`src/rtl/core/mmr_pkg.sv`:
```
// Shared types and constants of the min/max range remap block.
// Depends on nothing; used by every module of the block.
package mmr_pkg;

  // Fixed data widths
  localparam int CHANNEL_BITS  = 16;
  localparam int TARGET_BITS   = 16;
  localparam int PROD_BITS     = CHANNEL_BITS + TARGET_BITS;
  localparam int STEP_CNT_BITS = $clog2(TARGET_BITS);
  localparam int CFG_IDX_BITS  = 2;

  typedef logic [CFG_IDX_BITS-1:0] cfg_index_t;

  // Register map
  localparam cfg_index_t CFG_TARGET_MAX    = 2'd0;
  localparam cfg_index_t CFG_TARGET_MIN    = 2'd1;
  localparam cfg_index_t CFG_INVERT_ENABLE = 2'd2;

  localparam logic [TARGET_BITS-1:0] TARGET_MAX_RST = 16'd62259;
  localparam logic [TARGET_BITS-1:0] TARGET_MIN_RST = 16'd0;

  // Operation codes
  localparam logic OP_MEASURE = 1'b0;
  localparam logic OP_CONVERT = 1'b1;

  typedef struct packed {
    logic                    operation;
    logic                    frame_start;
    logic [CHANNEL_BITS-1:0] red_in;
    logic [CHANNEL_BITS-1:0] green_in;
    logic [CHANNEL_BITS-1:0] blue_in;
  } in_beat_t;

  typedef struct packed {
    logic [TARGET_BITS-1:0] red_out;
    logic [TARGET_BITS-1:0] green_out;
    logic [TARGET_BITS-1:0] blue_out;
    logic                   flat_frame;
  } out_beat_t;

  // Sequencer to lane controls
  typedef struct packed {
    logic load;   // capture and clamp channel value
    logic mul;    // form dividend from distance and span
    logic step;   // one restoring divide step
  } lane_ctrl_t;

endpackage

```
`src/rtl/core/mmr_range.sv`:
```
// Running min/max tracker over the three channels of measure beats.
// Depends on mmr_pkg.
module mmr_range (
  input  logic                             clk,
  input  logic                             rst,
  input  logic                             update,
  input  logic                             restart,
  input  logic [mmr_pkg::CHANNEL_BITS-1:0] red,
  input  logic [mmr_pkg::CHANNEL_BITS-1:0] green,
  input  logic [mmr_pkg::CHANNEL_BITS-1:0] blue,
  output logic [mmr_pkg::CHANNEL_BITS-1:0] range_low,
  output logic [mmr_pkg::CHANNEL_BITS-1:0] range_high
);

  logic [mmr_pkg::CHANNEL_BITS-1:0] min_rg;
  logic [mmr_pkg::CHANNEL_BITS-1:0] max_rg;
  logic [mmr_pkg::CHANNEL_BITS-1:0] pix_low;
  logic [mmr_pkg::CHANNEL_BITS-1:0] pix_high;

  // Smallest and largest channel of this pixel
  always_comb begin
    min_rg   = (red < green) ? red : green;
    max_rg   = (red > green) ? red : green;
    pix_low  = (min_rg < blue) ? min_rg : blue;
    pix_high = (max_rg > blue) ? max_rg : blue;
  end

  // Restart on frame start, otherwise widen the range
  always_ff @(posedge clk) begin
    if (rst) begin
      range_low  <= '0;
      range_high <= '0;
    end else if (update) begin
      if (restart) begin
        range_low  <= pix_low;
        range_high <= pix_high;
      end else begin
        if (pix_low < range_low)   range_low  <= pix_low;
        if (pix_high > range_high) range_high <= pix_high;
      end
    end
  end

endmodule

```
`src/rtl/core/mmr_lane.sv`:
```
// One channel lane: clamp, distance, multiply by span, restoring divide.
// Depends on mmr_pkg.
module mmr_lane (
  input  logic                             clk,
  input  mmr_pkg::lane_ctrl_t              ctrl,
  input  logic [mmr_pkg::CHANNEL_BITS-1:0] value,
  input  logic [mmr_pkg::CHANNEL_BITS-1:0] range_low,
  input  logic [mmr_pkg::CHANNEL_BITS-1:0] range_high,
  input  logic                             invert,
  input  logic [mmr_pkg::TARGET_BITS-1:0]  span,
  input  logic [mmr_pkg::CHANNEL_BITS-1:0] spread,
  output logic [mmr_pkg::TARGET_BITS-1:0]  quotient
);

  localparam int CB = mmr_pkg::CHANNEL_BITS;
  localparam int TB = mmr_pkg::TARGET_BITS;
  localparam int PB = mmr_pkg::PROD_BITS;

  logic [CB-1:0] clamped;
  logic [CB-1:0] distance_next;
  logic [CB-1:0] distance;
  logic [PB-1:0] product;
  logic [CB-1:0] rem;
  logic [TB-1:0] low_bits;
  logic [CB:0]   trial;
  logic [CB:0]   diff;
  logic          fits;

  // Clamp into the measured range and take the distance from the chosen end
  always_comb begin
    if (value < range_low) begin
      clamped = range_low;
    end else if (value > range_high) begin
      clamped = range_high;
    end else begin
      clamped = value;
    end
    distance_next = invert ? (range_high - clamped) : (clamped - range_low);
  end

  assign product = {{TB{1'b0}}, distance} * {{CB{1'b0}}, span};

  // Shift in the next dividend bit and try the subtraction
  assign trial = {rem, low_bits[TB-1]};
  assign diff  = trial - {1'b0, spread};
  assign fits  = (trial >= {1'b0, spread});

  // Upper dividend half stays below the spread, so TB steps give the quotient
  always_ff @(posedge clk) begin
    if (ctrl.load) begin
      distance <= distance_next;
    end
    if (ctrl.mul) begin
      rem      <= product[PB-1:TB];
      low_bits <= product[TB-1:0];
      quotient <= '0;
    end else if (ctrl.step) begin
      rem      <= fits ? diff[CB-1:0] : trial[CB-1:0];
      low_bits <= {low_bits[TB-2:0], 1'b0};
      quotient <= {quotient[TB-2:0], fits};
    end
  end

endmodule

```
`src/rtl/core/minmax_range_remap.sv`:
```
// Top level of the min/max range remap: handshakes, registers, sequencer, merge.
// Depends on mmr_pkg, mmr_range and mmr_lane.
//
//  channel  direction  signals                          beat content
//  in       sink       in_valid, in_ready, in_data      operation, frame_start, RGB
//  out      source     out_valid, out_ready, out_data   remapped RGB, flat_frame
//  cfg      sink       cfg_valid, cfg_ready, cfg_index  cfg_data to register index
//
// A measure beat does not stall the input. A convert beat clamps in its accept cycle, then
// passes a multiply state, 16 restoring divide steps per lane and a done state where the
// lanes merge into the output register; the next beat is taken once the result has loaded.
// rst is synchronous: range cleared, registers back to defaults, output empty.
// A full output register holds the lanes in their done state until it drains;
// cfg is always ready.
module minmax_range_remap (
  input  logic                          clk,
  input  logic                          rst,
  input  logic                          in_valid,
  output logic                          in_ready,
  input  mmr_pkg::in_beat_t             in_data,
  output logic                          out_valid,
  input  logic                          out_ready,
  output mmr_pkg::out_beat_t            out_data,
  input  logic                          cfg_valid,
  output logic                          cfg_ready,
  input  mmr_pkg::cfg_index_t           cfg_index,
  input  logic [mmr_pkg::TARGET_BITS-1:0] cfg_data
);

  localparam int CB = mmr_pkg::CHANNEL_BITS;
  localparam int TB = mmr_pkg::TARGET_BITS;
  localparam int SB = mmr_pkg::STEP_CNT_BITS;
  localparam logic [SB-1:0] LAST_STEP = SB'(TB - 1);

  typedef enum logic [3:0] {
    S_IDLE = 4'b0001,
    S_MUL  = 4'b0010,
    S_DIV  = 4'b0100,
    S_DONE = 4'b1000
  } state_t;

  state_t              state;
  state_t              state_next;
  logic [SB-1:0]       step_cnt;
  logic [TB-1:0]       target_max;
  logic [TB-1:0]       target_min;
  logic                invert_enable;
  logic [CB-1:0]       range_low;
  logic [CB-1:0]       range_high;
  logic [CB-1:0]       spread;
  logic [TB-1:0]       span;
  logic                flat;
  logic                accept;
  logic                measure_acc;
  logic                convert_acc;
  logic                load_out;
  logic [TB:0]         target_sum;
  logic [TB-1:0]       midpoint;
  logic [TB-1:0]       quo_red;
  logic [TB-1:0]       quo_green;
  logic [TB-1:0]       quo_blue;
  mmr_pkg::lane_ctrl_t lane_ctrl;
  mmr_pkg::out_beat_t  merged;

  // Input handshake
  assign in_ready    = (state == S_IDLE);
  assign accept      = in_valid && in_ready;
  assign measure_acc = accept && (in_data.operation == mmr_pkg::OP_MEASURE);
  assign convert_acc = accept && (in_data.operation == mmr_pkg::OP_CONVERT);
  assign load_out    = (state == S_DONE) && (!out_valid || out_ready);

  // Configuration registers
  assign cfg_ready = 1'b1;

  always_ff @(posedge clk) begin
    if (rst) begin
      target_max    <= mmr_pkg::TARGET_MAX_RST;
      target_min    <= mmr_pkg::TARGET_MIN_RST;
      invert_enable <= 1'b0;
    end else if (cfg_valid && cfg_ready) begin
      unique case (cfg_index)
        mmr_pkg::CFG_TARGET_MAX:    target_max    <= cfg_data;
        mmr_pkg::CFG_TARGET_MIN:    target_min    <= cfg_data;
        mmr_pkg::CFG_INVERT_ENABLE: invert_enable <= cfg_data[0];
        default: ;
      endcase
    end
  end

  // Range tracking on measure beats
  mmr_range u_range (
    .clk        (clk),
    .rst        (rst),
    .update     (measure_acc),
    .restart    (in_data.frame_start),
    .red        (in_data.red_in),
    .green      (in_data.green_in),
    .blue       (in_data.blue_in),
    .range_low  (range_low),
    .range_high (range_high)
  );

  // Capture per-beat divisor, output span and flat flag
  always_ff @(posedge clk) begin
    if (convert_acc) begin
      flat   <= (range_high <= range_low);
      spread <= range_high - range_low;
      span   <= (target_max >= target_min) ? (target_max - target_min) : '0;
    end
  end

  // Sequencer
  always_comb begin
    state_next = state;
    unique case (state)
      S_IDLE: if (convert_acc) state_next = S_MUL;
      S_MUL:  state_next = S_DIV;
      S_DIV:  if (step_cnt == LAST_STEP) state_next = S_DONE;
      S_DONE: if (load_out) state_next = S_IDLE;
      default: state_next = S_IDLE;
    endcase
  end

  always_ff @(posedge clk) begin
    if (rst) begin
      state    <= S_IDLE;
      step_cnt <= '0;
    end else begin
      state <= state_next;
      if (state == S_MUL) begin
        step_cnt <= '0;
      end else if (state == S_DIV) begin
        step_cnt <= step_cnt + 1'b1;
      end
    end
  end

  assign lane_ctrl.load = convert_acc;
  assign lane_ctrl.mul  = (state == S_MUL);
  assign lane_ctrl.step = (state == S_DIV);

  // Channel lanes
  mmr_lane u_lane_red (
    .clk        (clk),
    .ctrl       (lane_ctrl),
    .value      (in_data.red_in),
    .range_low  (range_low),
    .range_high (range_high),
    .invert     (invert_enable),
    .span       (span),
    .spread     (spread),
    .quotient   (quo_red)
  );

  mmr_lane u_lane_green (
    .clk        (clk),
    .ctrl       (lane_ctrl),
    .value      (in_data.green_in),
    .range_low  (range_low),
    .range_high (range_high),
    .invert     (invert_enable),
    .span       (span),
    .spread     (spread),
    .quotient   (quo_green)
  );

  mmr_lane u_lane_blue (
    .clk        (clk),
    .ctrl       (lane_ctrl),
    .value      (in_data.blue_in),
    .range_low  (range_low),
    .range_high (range_high),
    .invert     (invert_enable),
    .span       (span),
    .spread     (spread),
    .quotient   (quo_blue)
  );

  // Merge lanes: offset by target_min, or midpoint for a flat frame
  assign target_sum = {1'b0, target_max} + {1'b0, target_min};
  assign midpoint   = target_sum[TB:1];

  always_comb begin
    merged.red_out    = flat ? midpoint : (target_min + quo_red);
    merged.green_out  = flat ? midpoint : (target_min + quo_green);
    merged.blue_out   = flat ? midpoint : (target_min + quo_blue);
    merged.flat_frame = flat;
  end

  // Output register
  always_ff @(posedge clk) begin
    if (rst) begin
      out_valid <= 1'b0;
    end else if (load_out) begin
      out_valid <= 1'b1;
    end else if (out_ready) begin
      out_valid <= 1'b0;
    end
  end

  always_ff @(posedge clk) begin
    if (load_out) begin
      out_data <= merged;
    end
  end

endmodule

```
`config.mk`:
```
export PLATFORM = sky130hd
export DESIGN_NAME = minmax_range_remap
export DESIGN_NICKNAME = d
export VERILOG_FILES = /design/src/rtl/core/mmr_pkg.sv /design/src/rtl/core/mmr_range.sv /design/src/rtl/core/mmr_lane.sv /design/src/rtl/core/minmax_range_remap.sv
export SDC_FILE = /design/constraint.sdc
export NUM_CORES = 2
export LEC_CHECK = 0
export ABC_CLOCK_PERIOD_IN_PS = 6200
export BUFFER_PORTS_ARGS = -buffer_cell sky130_fd_sc_hd__buf_2
export CAP_MARGIN = 20
export CORE_MARGIN = 5
export CORE_UTILIZATION = 45
export CTS_CLUSTER_DIAMETER = 80
export DETAILED_ROUTE_END_ITERATION = 10
export SYNTH_ARGS = -nofsm -noshare
export SYNTH_HDL_FRONTEND = slang
export SYNTH_SLANG_ARGS = --single-unit
export TNS_END_PERCENT = 10
```
`constraint.sdc`:
```
create_clock -name clk -period 6.2 [get_ports clk]
set_clock_uncertainty 0.05 [all_clocks]
set_input_delay 0.62 -clock clk [delete_from_list [all_inputs] [get_ports clk]]
set_output_delay 0.62 -clock clk [all_outputs]
set_load 0.02 [all_outputs]
```
==> flow_summary.json <==
{
  "cp_data_required_time_ps": 6520,
  "core_um2": 118000,
  "hold_viol": 0,
  "violations": "negative setup slack",
  "path_clk_slew_ps": 70,
  "grtUsageTotal_pct": 25.4,
  "die_area_um2": 126000,
  "drive_gt1_share_pct": 13.9,
  "final_max_slew_viol_count": 0,
  "vias_per_cell": 5.46,
  "max_freq_mhz": 153,
  "num_rows": 126,
  "fillCellCount": 11100,
  "gp_congestion": 0.967,
  "cp_common_cell": "fa_1",
  "ctsHtreeMaxLevel": 2,
  "cts_inserted_buffers": 46,
  "hold_path.class": "in -> reg",
  "hold_buffers": 0,
  "start_util_pct": 45.3,
  "synthCells": 6161,
  "die_x_um": 355,
  "seq_area_um2": 9230,
  "cpPeakStageDelay_ps": 560,
  "rr_endpoint": "u_lane_red.rem[14]",
  "drtIter0Drc": 3085,
  "multi_input_area_um2": 40600,
  "grt_first_pass_wirelength_um": 254000,
  "nets": 8051,
  "clock_latency_ps": 660,
  "crit_path_max_fanout": 13,
  "reg2reg_depth": 22,
  "via_count": 45000,
  "drc": 0,
  "start_kind": "flip-flop",
  "die_h_um": 355,
  "grt_max_degree": 91,
  "whs_path_depth": 3,
  "cts_tree": "built",
  "overflow": 0,
  "final_util_pct": 52.6,
  "max_slew_margin_pct": 28.7,
  "whs_ps": 149,
  "dpl.hpwl_um": 130000,
  "cp_slowest_cell": "fa_1",
  "endpoint_kind": "flip-flop",
  "worst_pin_slew_ps": 1070,
  "synth_seq_area_share_pct": 17.2,
  "dpl-instance-area_um2": 59800,
  "synth_top_area_cell": "fa_1",
  "crit_start": "span[3]",
  "cts_max_path_buffers": 3,
  "async_flop_share_pct": 0,
  "io_buffers": 123,
  "cp_cell_sequence": "buf_12 > buf_4 > nand2_1 > fa_1 > inv_1 > fa_1 > fa_1 > fa_1 > inv_1 > fa_1 > inv_1 > fa_1 > ha_4 > a2111o_1 > a2bb2oi_4 > nand4_1 > a31oi_4 > o31a_1 > or4_1 > a31oi_1 > xor2_1 > mux2i_1",
  "ant_nets": 0,
  "worst-path-buf-inv": 5,
  "status": "complete, but fails checks",
  "boundaryPins": 125,
  "grt_antenna_before_repair": 5,
  "syn-cell-area_um2": 53500,
  "holdCritStartpoint": "cfg_data[14]",
  "dr.pass1.iters": 6,
  "ys.flop_type": "edfxtp_1",
  "syn_to_final_growth_pct": 16.1,
  "setup-violations-final": 25,
  "avgSynthCellArea_um2": 8.69,
  "final_cell_area_um2": 62100,
  "ys_seq_elements": 348,
  "yosys_warnings": 0,
  "grt_pass1_vias": 45800,
  "synth_nets": 7546,
  "rrSetupSlack_ps": -360,
  "synthTopCellsByArea": "fa_1, ha_1, edfxtp_1",
  "period_share_pct": 106,
  "yosysTopAreaCellShare_pct": 22.3,
  "rsz0062_at_grt": "true",
  "cts_root_buffer": "clkbuf_16",
  "crit_family": "adder cells",
  "whs_endpoint": "target_max[14]",
  "r2r-start": "span[3]",
  "cp.arrival_ps": 6870,
  "routed_wl_um": 161000,
  "wire_per_inst_um": 19.6,
  "cts.sinks": 348,
  "max_cap_viol_count": 0,
  "crit_type": "reg -> reg",
  "synth-edff-count": 226,
  "fin_crit_ps": 6560,
  "ys_types": 87,
  "worst_slack_ps": -356
}
==> worst register-to-register path, cell delays in order, from the launching register on <==
cell and delay [ps]:
edfxtp_1 380, buf_12 170, buf_4 140, nand2_1 50, fa_1 480, inv_1 60, fa_1 560, fa_1 470
fa_1 560, inv_1 50, fa_1 480, inv_1 50, fa_1 540, ha_4 230, a2111o_1 440, a2bb2oi_4 200
nand4_1 160, a31oi_4 120, o31a_1 280, or4_1 410, a31oi_1 190, xor2_1 170, mux2i_1 80
==> synthesized netlist by cell type, drive strengths merged (11+ instances only) <==
cell / count
a21o: 110
xnor2: 164
ha: 715
or2: 11
a211oi: 35
nor2b: 48
or3: 17
a31oi: 34
o41ai: 13
a21oi: 366
a22o: 46
edfxtp: 226
mux2i: 67
nand2: 856
dfxtp: 122
nand3: 71
nand4: 48
o21bai: 28
fa: 597
and3: 26
nor4: 15
buf: 19
a211o: 11
nor2: 261
o21ai: 354
clkbuf: 220
nor3: 81
mux2: 28
nand2b: 43
o31ai: 14
and2: 300
o211ai: 36
o21a: 55
a2111oi: 11
xor2: 107
inv: 904
==> metrics by stage <==
stage / instances / setup TNS, ps / setup slack, ps
6_report: 8238 / -3570 / -356
5_1_grt: 8237 / -14930 / -575
4_1_cts: 8223 / -7050 / -364
3_5_place_dp: 8122 / -36250 / -829
3_3_place_gp: 8122 / -30260 / -690
2_1_floorplan: 6161 / -542 / -157
==> cell usage in the layout, fill, tap and decap left out, types with 123 or more instances in the layout <==
cell and count:
fa_1 592, nand2_1 853, and2_1 300, buf_2 123, nor2_1 255, o21ai_0 299, inv_1 899, xnor2_1 162
a21oi_1 340, buf_4 514, edfxtp_1 226, ha_1 707
==> layout make-up <==
cell class	instances	share of cell area, %
Multi-Input combinational cell	4670	65.3
Sequential cell	348	14.9
Timing Repair Buffer	695	8.85
Inverter	905	5.47
Tap cell	1536	3.09
Clock buffer	57	1.92
Clock inverter	26	0.479
Antenna cell	1	0.00403
==> flip-flops by register name, summed over array words and instances (netlist names), 4 cells and up <==
name                   count
u_range.range_low         16
u_lane_red.low_bits       16
u_lane_blue.quotient      16
u_range.range_high        16
u_lane_green.low_bits     16
target_min                16
u_lane_blue.rem           16
step_cnt                   4
u_lane_blue.distance      16
target_max                16
u_lane_red.distance       16
u_lane_green.quotient     16
u_lane_green.rem          16
state                      4
out_data                  49
span                      16
u_lane_red.quotient       16
spread                    16
u_lane_red.rem            16
u_lane_green.distance     16
u_lane_blue.low_bits      16
==> worst max path at each step <==
stage	cells after the start	to
after floorplan	25	u_lane_red.rem[14]
after global placement	31	u_range.range_low[11]
after detailed placement	30	u_range.range_low[8]
after CTS	24	u_lane_red.rem[14]
after global routing	24	u_lane_green.rem[15]
final	22	u_lane_red.rem[14]
==> what timing repair did <==
action                     4_1_cts  5_1_grt
setup buffers                   18       12
gates resized for setup         62       86
setup endpoints to repair       58       85
pin swaps                       25       23
gates cloned                     0        1
==> logic make-up after synthesis <==
kind of cell | after synthesis | share of synthesized area (%)
simple gates | 1802 | 15.6
fa+ha+maj | 1312 | 39.1
compound gates | 1188 | 13.7
buf+inv | 1144 | 8.07
flops | 348 | 17.2
xor+xnor | 271 | 4.44
mux | 95 | 1.86
other cells | 1 | 0.00701
==> metal layers <==
| layer | GRT usage [%] | part of all wire (%) | vias up |
|---|---|---|---|
| li1 | - | - | 21400 |
| met1 | 33.5 | 43 | 21900 |
| met5 | 0 | 0.0068 | - |
| met2 | 42.6 | 46 | 1293 |
| met4 | 9.47 | 4.5 | 2 |
| met3 | 3.43 | 6.0 | 323 |
Power is left out: the tool's default activity adds up to more than one toggle a clock period on the data nets, which glitch-free logic cannot reach.
